## config.mk

```make
export PLATFORM = sky130hd
export DESIGN_NAME = packet_deframer_with_timeout
export DESIGN_NICKNAME = d
export VERILOG_FILES = /design/src/pdt_pkg.sv /design/src/pdt_parser.sv /design/src/pdt_out_buf.sv /design/src/packet_deframer_with_timeout.sv
export SDC_FILE = /design/constraint.sdc
export NUM_CORES = 1
export LEC_CHECK = 0
export BUFFER_PORTS_ARGS = -buffer_cell sky130_fd_sc_hd__buf_2
export CAP_MARGIN = 10
export CORE_MARGIN = 2
export CORE_UTILIZATION = 25
export DETAILED_ROUTE_END_ITERATION = 12
export PLACE_DENSITY = 0.41
export SLEW_MARGIN = 10
export SYNTH_ARGS = -nofsm -noshare
export SYNTH_HDL_FRONTEND = slang
export SYNTH_SLANG_ARGS = --single-unit
```

## constraint.sdc

```tcl
create_clock -name clk -period 5.6 [get_ports clk]
set_clock_uncertainty 0.05 [all_clocks]
set_input_delay 0.28 -clock clk [delete_from_list [all_inputs] [get_ports clk]]
set_output_delay 0.28 -clock clk [all_outputs]
set_load 0.005 [all_outputs]
```

## src/pdt_pkg.sv

```systemverilog
`timescale 1ns / 1ps
// ----------------------------------------------------------------------------
// pdt_pkg
// types and constants shared by the packet deframer modules
// ----------------------------------------------------------------------------
package pdt_pkg;

    localparam int unsigned BYTE_W  = 8;
    localparam int unsigned TICK_W  = 16;
    localparam int unsigned PHASE_W = 3;
    localparam int unsigned KIND_W  = 2;

    // input item kinds
    localparam logic OP_BYTE = 1'b0;
    localparam logic OP_TICK = 1'b1;

    // frame parser phases
    localparam logic [PHASE_W-1:0] PH_SRC  = 3'd0;
    localparam logic [PHASE_W-1:0] PH_DST  = 3'd1;
    localparam logic [PHASE_W-1:0] PH_CMD  = 3'd2;
    localparam logic [PHASE_W-1:0] PH_LEN  = 3'd3;
    localparam logic [PHASE_W-1:0] PH_DATA = 3'd4;

    // result kinds
    localparam logic [KIND_W-1:0] EV_PAYLOAD = 2'd0;
    localparam logic [KIND_W-1:0] EV_EMPTY   = 2'd1;
    localparam logic [KIND_W-1:0] EV_ABORT   = 2'd2;

    localparam logic [TICK_W-1:0] TIMEOUT_RESET = 16'd100;
    localparam logic [TICK_W-1:0] TICK_MAX      = 16'hFFFF;

    typedef struct packed {
        logic [KIND_W-1:0] event_kind;
        logic [BYTE_W-1:0] src_addr;
        logic [BYTE_W-1:0] dst_addr;
        logic [BYTE_W-1:0] cmd_code;
        logic [BYTE_W-1:0] payload_len;
        logic [BYTE_W-1:0] byte_index;
        logic [BYTE_W-1:0] payload_byte;
        logic              frame_last;
    } result_t;

endpackage

```

## src/pdt_parser.sv

```systemverilog
`timescale 1ns / 1ps
// ----------------------------------------------------------------------------
// pdt_parser
// frame header / payload parser with idle tick counter and timeout abort
// ----------------------------------------------------------------------------
module pdt_parser
(
    input  logic                          clk,
    input  logic                          rst_n,
    input  logic                          in_valid,
    input  logic                          in_op,
    input  logic [pdt_pkg::BYTE_W-1:0]    in_byte,
    input  logic                          cfg_we,
    input  logic [pdt_pkg::TICK_W-1:0]    cfg_data,
    output logic                          res_valid,
    output pdt_pkg::result_t              res
);
    import pdt_pkg::*;

    logic [PHASE_W-1:0] phase_reg, phase_next;
    logic [BYTE_W-1:0]  src_reg, src_next;
    logic [BYTE_W-1:0]  dst_reg, dst_next;
    logic [BYTE_W-1:0]  cmd_reg, cmd_next;
    logic [BYTE_W-1:0]  len_reg, len_next;
    logic [BYTE_W-1:0]  count_reg, count_next;
    logic [TICK_W-1:0]  idle_reg, idle_next;
    logic [TICK_W-1:0]  limit_reg;
    logic [TICK_W-1:0]  idle_inc;
    logic [BYTE_W:0]    count_plus;
    logic               is_last;

    assign idle_inc   = (idle_reg == TICK_MAX) ? idle_reg : idle_reg + 16'd1;
    assign count_plus = {1'b0, count_reg} + 9'd1;
    assign is_last    = count_plus >= {1'b0, len_reg};

    always_comb
    begin
        phase_next = phase_reg;
        src_next   = src_reg;
        dst_next   = dst_reg;
        cmd_next   = cmd_reg;
        len_next   = len_reg;
        count_next = count_reg;
        idle_next  = idle_reg;
        res_valid  = 1'b0;
        res        = '{event_kind: EV_PAYLOAD, src_addr: src_reg, dst_addr: dst_reg,
                       cmd_code: cmd_reg, payload_len: len_reg, byte_index: '0,
                       payload_byte: '0, frame_last: 1'b0};
        if (in_valid)
        begin
            if (in_op == OP_TICK)
            begin
                idle_next = idle_inc;
                if (idle_inc > limit_reg && phase_reg != PH_SRC)
                begin
                    res_valid      = 1'b1;
                    res.event_kind = EV_ABORT;
                    phase_next     = PH_SRC;
                    count_next     = '0;
                end
            end
            else
            begin
                unique case (phase_reg)
                    PH_DST:
                    begin
                        dst_next   = in_byte;
                        phase_next = PH_CMD;
                    end
                    PH_CMD:
                    begin
                        cmd_next   = in_byte;
                        phase_next = PH_LEN;
                    end
                    PH_LEN:
                    begin
                        len_next = in_byte;
                        if (in_byte == '0)
                        begin
                            res_valid           = 1'b1;
                            res.event_kind      = EV_EMPTY;
                            res.payload_len     = in_byte;
                            res.frame_last      = 1'b1;
                            count_next          = '0;
                            phase_next          = PH_SRC;
                        end
                        else
                        begin
                            phase_next = PH_DATA;
                        end
                    end
                    PH_DATA:
                    begin
                        res_valid        = 1'b1;
                        res.byte_index   = count_reg;
                        res.payload_byte = in_byte;
                        res.frame_last   = is_last;
                        if (is_last)
                        begin
                            count_next = '0;
                            phase_next = PH_SRC;
                        end
                        else
                        begin
                            count_next = count_plus[BYTE_W-1:0];
                        end
                    end
                    default:
                    begin
                        // awaiting source byte: frame start restarts the idle count
                        src_next   = in_byte;
                        idle_next  = '0;
                        phase_next = PH_DST;
                    end
                endcase
            end
        end
    end

    always_ff @(posedge clk or negedge rst_n)
    begin
        if (!rst_n)
        begin
            phase_reg <= PH_SRC;
            src_reg   <= '0;
            dst_reg   <= '0;
            cmd_reg   <= '0;
            len_reg   <= '0;
            count_reg <= '0;
            idle_reg  <= '0;
            limit_reg <= TIMEOUT_RESET;
        end
        else
        begin
            phase_reg <= phase_next;
            src_reg   <= src_next;
            dst_reg   <= dst_next;
            cmd_reg   <= cmd_next;
            len_reg   <= len_next;
            count_reg <= count_next;
            idle_reg  <= idle_next;
            if (cfg_we)
            begin
                limit_reg <= cfg_data;
            end
        end
    end

`ifndef NO_ASSERTIONS
    a_phase_range: assert property (@(posedge clk) disable iff (!rst_n)
        phase_reg == PH_SRC || phase_reg == PH_DST || phase_reg == PH_CMD ||
        phase_reg == PH_LEN || phase_reg == PH_DATA)
        else $error("parser phase out of range");

    a_count_idle: assert property (@(posedge clk) disable iff (!rst_n)
        phase_reg != PH_DATA |-> count_reg == '0)
        else $error("payload count not cleared outside payload phase");

    a_count_bound: assert property (@(posedge clk) disable iff (!rst_n)
        phase_reg == PH_DATA |-> count_reg < len_reg)
        else $error("payload count beyond declared length");

    a_abort_resync: assert property (@(posedge clk) disable iff (!rst_n)
        (res_valid && res.event_kind == EV_ABORT) |=> phase_reg == PH_SRC)
        else $error("abort did not return parser to frame start");
`endif

endmodule

```

## src/pdt_out_buf.sv

```systemverilog
`timescale 1ns / 1ps
// ----------------------------------------------------------------------------
// pdt_out_buf
// output register with skid stage, keeps the input side free of m_tready
// ----------------------------------------------------------------------------
module pdt_out_buf
(
    input  logic                 clk,
    input  logic                 rst_n,
    input  logic                 push,
    input  pdt_pkg::result_t     push_data,
    output logic                 can_push,
    output logic                 out_valid,
    input  logic                 out_ready,
    output pdt_pkg::result_t     out_data
);
    import pdt_pkg::*;

    logic    out_valid_reg;
    logic    skid_valid_reg;
    result_t out_data_reg;
    result_t skid_data_reg;
    logic    pop;

    assign pop       = out_valid_reg && out_ready;
    assign can_push  = !skid_valid_reg;
    assign out_valid = out_valid_reg;
    assign out_data  = out_data_reg;

    always_ff @(posedge clk or negedge rst_n)
    begin
        if (!rst_n)
        begin
            out_valid_reg  <= 1'b0;
            skid_valid_reg <= 1'b0;
        end
        else if (pop || !out_valid_reg)
        begin
            if (skid_valid_reg)
            begin
                out_valid_reg  <= 1'b1;
                skid_valid_reg <= 1'b0;
            end
            else
            begin
                out_valid_reg <= push;
            end
        end
        else if (push)
        begin
            skid_valid_reg <= 1'b1;
        end
    end

    always_ff @(posedge clk)
    begin
        if (pop || !out_valid_reg)
        begin
            out_data_reg <= skid_valid_reg ? skid_data_reg : push_data;
        end
        else if (push)
        begin
            skid_data_reg <= push_data;
        end
    end

`ifndef NO_ASSERTIONS
    a_skid_behind_out: assert property (@(posedge clk) disable iff (!rst_n)
        skid_valid_reg |-> out_valid_reg)
        else $error("skid beat held with empty output register");

    a_no_push_full: assert property (@(posedge clk) disable iff (!rst_n)
        skid_valid_reg |-> !push)
        else $error("result pushed into full buffer");

    a_skid_drains: assert property (@(posedge clk) disable iff (!rst_n)
        (skid_valid_reg && pop) |=> !skid_valid_reg && out_valid_reg)
        else $error("skid beat lost on pop");
`endif

endmodule

```

## src/packet_deframer_with_timeout.sv

```systemverilog
`timescale 1ns / 1ps
// ----------------------------------------------------------------------------
// packet_deframer_with_timeout
// length-prefixed frame parser for received uart bytes with idle timeout
// ----------------------------------------------------------------------------
// usage:
//   s_* carries one beat per received byte (s_tuser = 0, byte in s_tdata)
//   or per time tick (s_tuser = 1, s_tdata ignored)
//   frames are source, target, command, length, then length payload bytes
//   m_* gives at most one beat per input beat: a payload byte with its
//   header and index, an empty-frame completion, or a timeout abort
//   cfg_* writes the 16-bit timeout limit (ticks after frame start); the user
//   must write it only while the block is idle, not enforced by the block;
//   cfg_ready is always high; m_* results come from the output register
// throughput: one input beat per cycle while s_tready is high, set by the
// single parse stage feeding a two-entry output register / skid stage
// while m_tready holds a result back, the next result fills the skid stage
// and s_tready drops right after that beat, staying low until a beat drains
// reset: parser waits for a source byte, header registers and idle count
// are zero, timeout limit is 100, output buffer is empty
// ----------------------------------------------------------------------------
module packet_deframer_with_timeout
(
    input  logic        clk,
    input  logic        rst_n,
    input  logic        s_tvalid,
    output logic        s_tready,
    input  logic [7:0]  s_tdata,   // rx_byte
    input  logic        s_tuser,   // op
    output logic        m_tvalid,
    input  logic        m_tready,
    output logic [47:0] m_tdata,   // src_addr, dst_addr, cmd_code, payload_len,
                                   // byte_index, payload_byte
    output logic [1:0]  m_tuser,   // event_kind
    output logic        m_tlast,   // frame_last
    input  logic        cfg_valid,
    output logic        cfg_ready,
    input  logic [15:0] cfg_data
);
    import pdt_pkg::*;

    logic    in_accept;
    logic    res_valid;
    result_t res;
    result_t out_res;
    logic    buf_ready;

    assign s_tready  = buf_ready;
    assign in_accept = s_tvalid && buf_ready;
    assign cfg_ready = 1'b1;

    pdt_parser u_parser
    (
        .clk       (clk),
        .rst_n     (rst_n),
        .in_valid  (in_accept),
        .in_op     (s_tuser),
        .in_byte   (s_tdata),
        .cfg_we    (cfg_valid),
        .cfg_data  (cfg_data),
        .res_valid (res_valid),
        .res       (res)
    );

    pdt_out_buf u_out_buf
    (
        .clk       (clk),
        .rst_n     (rst_n),
        .push      (res_valid),
        .push_data (res),
        .can_push  (buf_ready),
        .out_valid (m_tvalid),
        .out_ready (m_tready),
        .out_data  (out_res)
    );

    assign m_tdata = {out_res.payload_byte, out_res.byte_index, out_res.payload_len,
                      out_res.cmd_code, out_res.dst_addr, out_res.src_addr};
    assign m_tuser = out_res.event_kind;
    assign m_tlast = out_res.frame_last;

endmodule

```

==> summary.md <==
| Metric | Value |
|---|---|
| Number of different library cells in the post-synthesis netlist | `54` |
| Most used DFF post-synth | `edfxtp_1` |
| Die span in y | `183 um` |
| Clock Pin Slew Worst Setup and Hold Paths | `70 ps` |
| Startpoint kind of the worst setup timing path | `flip-flop` |
| Clock root cell | `clkbuf_16` |
| Final Slew Violations | `0` |
| Cts bufs inserted | `17` |
| Power density over cell area | `395 mW/mm2` |
| Vias in the first global route | `5332` |
| First-pass GRT wire length | `29500 um` |
| CTS-repair resized insts | `0` |
| Fraction of registers with async set/reset | `43.0%` |
| Post-synth EDFFs | `102` |
| Largest net degree at the start of global routing | `55` |
| Combined global-route utilization of all metal layers | `11.5%` |
| Worst setup slack after placement | `1120 ps` |
| Buffers plus inverters on the worst setup path | `1` |
| Max-slew headroom | `41.2%` |
| Design Power | `3790 uW` |
| Kind of end point of the critical path | `flip-flop` |
| Drc violations | `0` |
| Most frequent CP cell | `ha_1` |
| Longest individual stage delay on the worst path | `560 ps` |
| Layout Area Growth over Synthesis | `19.5%` |
| Placed cells | `1105` |
| Total setup violations reported at the end of the flow | `0` |
| Transition at the pin with the smallest max-transition slack | `879 ps` |
| H-Tree Depth | `4` |
| WP data required | `5690 ps` |
| Count of maximum capacitance violations | `0` |
| Avg Cell Area, Syn | `12.6 um2` |
| Post-route fraction of the period consumed by the critical path | `80.5%` |
| Arrival @ worst endpoint | `4600 ps` |
| RSZ-0062 raised after global routing | `no` |
| Min Clock Period, post-route | `4510 ps` |
| Floorplan die area | `0.0336 mm2` |
| Syn nets | `693` |
| Gate family responsible for the most delay along the worst path | `simple AND/OR/NAND/NOR gates` |
| Flop and latch count out of synthesis | `179` |
| DP Wirelength | `12300 um` |
| Worst voltage drop across the vdd grid | `0.217 mV` |
| Vias post-DR | `5063` |
| Clock tree from TritonCTS | `yes` |
| Clock Latency Late Sink | `430 ps` |
| Number of buffer cells added on primary ports | `82` |
| Number of nets in the final layout | `791` |
| Share of layout cells above drive strength 1 | `25.9%` |
| Hold violation total from the final report | `0` |
| Sum of overflow across all layers after global routing | `0` |
| Peak fanout along the critical path | `28` |
| Initial cell density of the core | `25.4%` |
| Leakage power | `0.00408 uW` |
| Post-layout instance count excluding filler cells | `1150` |
| Post-route setup slack | `1090 ps` |
| Aggregate negative setup slack | `0 ps` |
| Worst setup path class | `flip-flop to flip-flop` |
| Detailed-routing iteration count for the pre-antenna-repair pass | `5` |
| DR vias/cell | `4.40` |
| Count of nets left with antenna violations after detail routing | `0` |
| Commonest non-fill, non-tap cell in the layout | `edfxtp_1` |
| Antenna fix cells | `0` |
| Last weighted congestion value of the routability-driven placer | `0.772` |
| Seq/Total Area, Yosys | `62.1%` |
| Commonest cells after routing, fill and taps aside | `102 x edfxtp_1, 81 x buf_2, 73 x dfrtp_1` |
| Filler cells | `3218` |
| DRT Wirelength | `18200 um` |
| Count of pins on the block boundary | `84` |
| Crit path max-delay cell type | `nor4_1` |
| Post-synthesis instance area | `0.00805 mm2` |
| Per-cell routed wire length | `15.8 um` |
| Number of antenna violations at the first check in global routing | `1` |
| Sink Count | `179` |
| Path category of the worst min-delay check | `primary input to flip-flop` |
| First-iteration detailed-routing DRC count | `267` |
| Standard-cell row count | `65` |
| Synthesized netlist cell count | `637` |
| Core area | `0.0316 mm2` |
| Max Clk Rate | `222 MHz` |
| Clock Tree Buf Depth | `2` |
| Width of the die | `183 um` |
| Count of hold-fix buffers inserted at cts | `13` |
| Critical path cell sequence | `ha_1 -> nand3_1 -> nor3_1 -> nand2_1 -> mux2_2 -> ha_1 -> nand4_1 -> nor4_1 -> o21ai_2 -> o31ai_2 -> nand2b_4 -> nor2_4 -> buf_4` |
| Run status | `finished, final reports clean` |
| Warnings from Yosys | `0` |
| Post-CTS repair timing setup buffer count | `0` |
worst reg2reg max path, cell delays in order, from the launching register on:
cell      delay, ps
dfrtp_1         440
ha_1            260
nand3_1         120
nor3_1          550
nand2_1         410
mux2_2          390
ha_1            290
nand4_1         130
nor4_1          560
o21ai_2         220
o31ai_2         180
nand2b_4        280
nor2_4           40
buf_4           280
cell type report:
class	count	area (um2)	share of cell area [%]
clock buffer	19	433	4.50
clock inverter	13	119	1.24
inverter	33	124	1.29
multi-input combinational	403	2850	29.7
sequential	179	4990	52.0
tap	402	503	5.23
timing repair buffer	101	588	6.12
power by group:
part           internal [uW]  switching (uW)
registers               1760             145
logic                    375             372
clock network            585             559
synth_stat cells (4+ instances only):
| cell | instances | area [um2] |
|---|---|---|
| edfxtp_1 | 102 | 3060 |
| dfrtp_1 | 74 | 1850 |
| nand2_1 | 65 | 244 |
| mux2_2 | 52 | 586 |
| o21ai_0 | 48 | 240 |
| inv_1 | 33 | 124 |
| nor2_1 | 28 | 105 |
| ha_1 | 26 | 325 |
| a21o_1 | 20 | 150 |
| a21oi_1 | 19 | 95.1 |
| and2_1 | 18 | 113 |
| nand3_1 | 18 | 90.1 |
| clkbuf_1 | 14 | 52.6 |
| o31ai_1 | 13 | 97.6 |
| xnor2_1 | 10 | 87.6 |
| nor3_1 | 8 | 40.0 |
| nand4_1 | 7 | 43.8 |
| xor2_1 | 7 | 61.3 |
| and3_1 | 6 | 37.5 |
| buf_2 | 6 | 30.0 |
| o211ai_1 | 5 | 37.5 |
| a22o_1 | 4 | 35.0 |
| a31oi_1 | 4 | 25.0 |
| nor2b_1 | 4 | 25.0 |
metal layers:
| layer | vias up | wire length [um] | global-route usage [%] |
|---|---|---|---|
| met1 | 2445 | 8740 | 14.9 |
| met4 | 2 | 195 | 3.65 |
| met5 | - | 14 | 0 |
| li1 | 2522 | - | - |
| met3 | 12 | 587 | 2.88 |
| met2 | 82 | 8650 | 19.0 |
metrics by stage:
| step | util (%) | cell area (um2) | hold WS (ps) |
|---|---|---|---|
| after floorplan | - | 8050 | -65.6 |
| after global placement | 28.2 | 8920 | 181 |
| after detailed placement | 28.2 | 8930 | 182 |
| after CTS | 30.4 | 9610 | 3.17 |
| after global routing | 30.4 | 9610 | 29.2 |
| final | 30.4 | 9610 | 23.6 |
logic make-up (layout without fill, tap and decap cells):
group	after synthesis	in the layout	share of synthesized area, %
adder cells (fa/ha/maj)	26	26	4.04
AND/OR/NAND/NOR	182	182	12.2
buffers and inverters	55	166	2.71
AO/OA/AOI/OAI	124	124	9.69
multiplexers	53	53	7.40
flip-flops	179	179	62.1
other	1	1	0.0466
XOR/XNOR	17	17	1.85
worst paths after layout:
check	slack, ps	to	depth (start not counted)	startpoint
worst max-delay path	1090	u_out_buf.skid_data_reg[8]$_DFFE_PP_	13	u_parser.idle_reg[0]$_DFFE_PN0P_
worst min-delay path	20	u_parser.limit_reg[13]$_DFFE_PN0P_	3	cfg_data[13]
worst max register to register	1090	u_out_buf.skid_data_reg[8]$_DFFE_PP_	13	u_parser.idle_reg[0]$_DFFE_PN0P_
worst min register to register	420	u_out_buf.skid_data_reg[26]$_DFFE_PP_	0	u_parser.cmd_reg[1]$_DFFE_PN0P_
max in group asynchronous	4220	u_out_buf.skid_valid_reg$_DFFE_PN0P_	3	rst_n
min in group asynchronous	250	u_parser.limit_reg[9]$_DFFE_PN0P_	2	rst_n
Power figures use the tool's default switching activity.
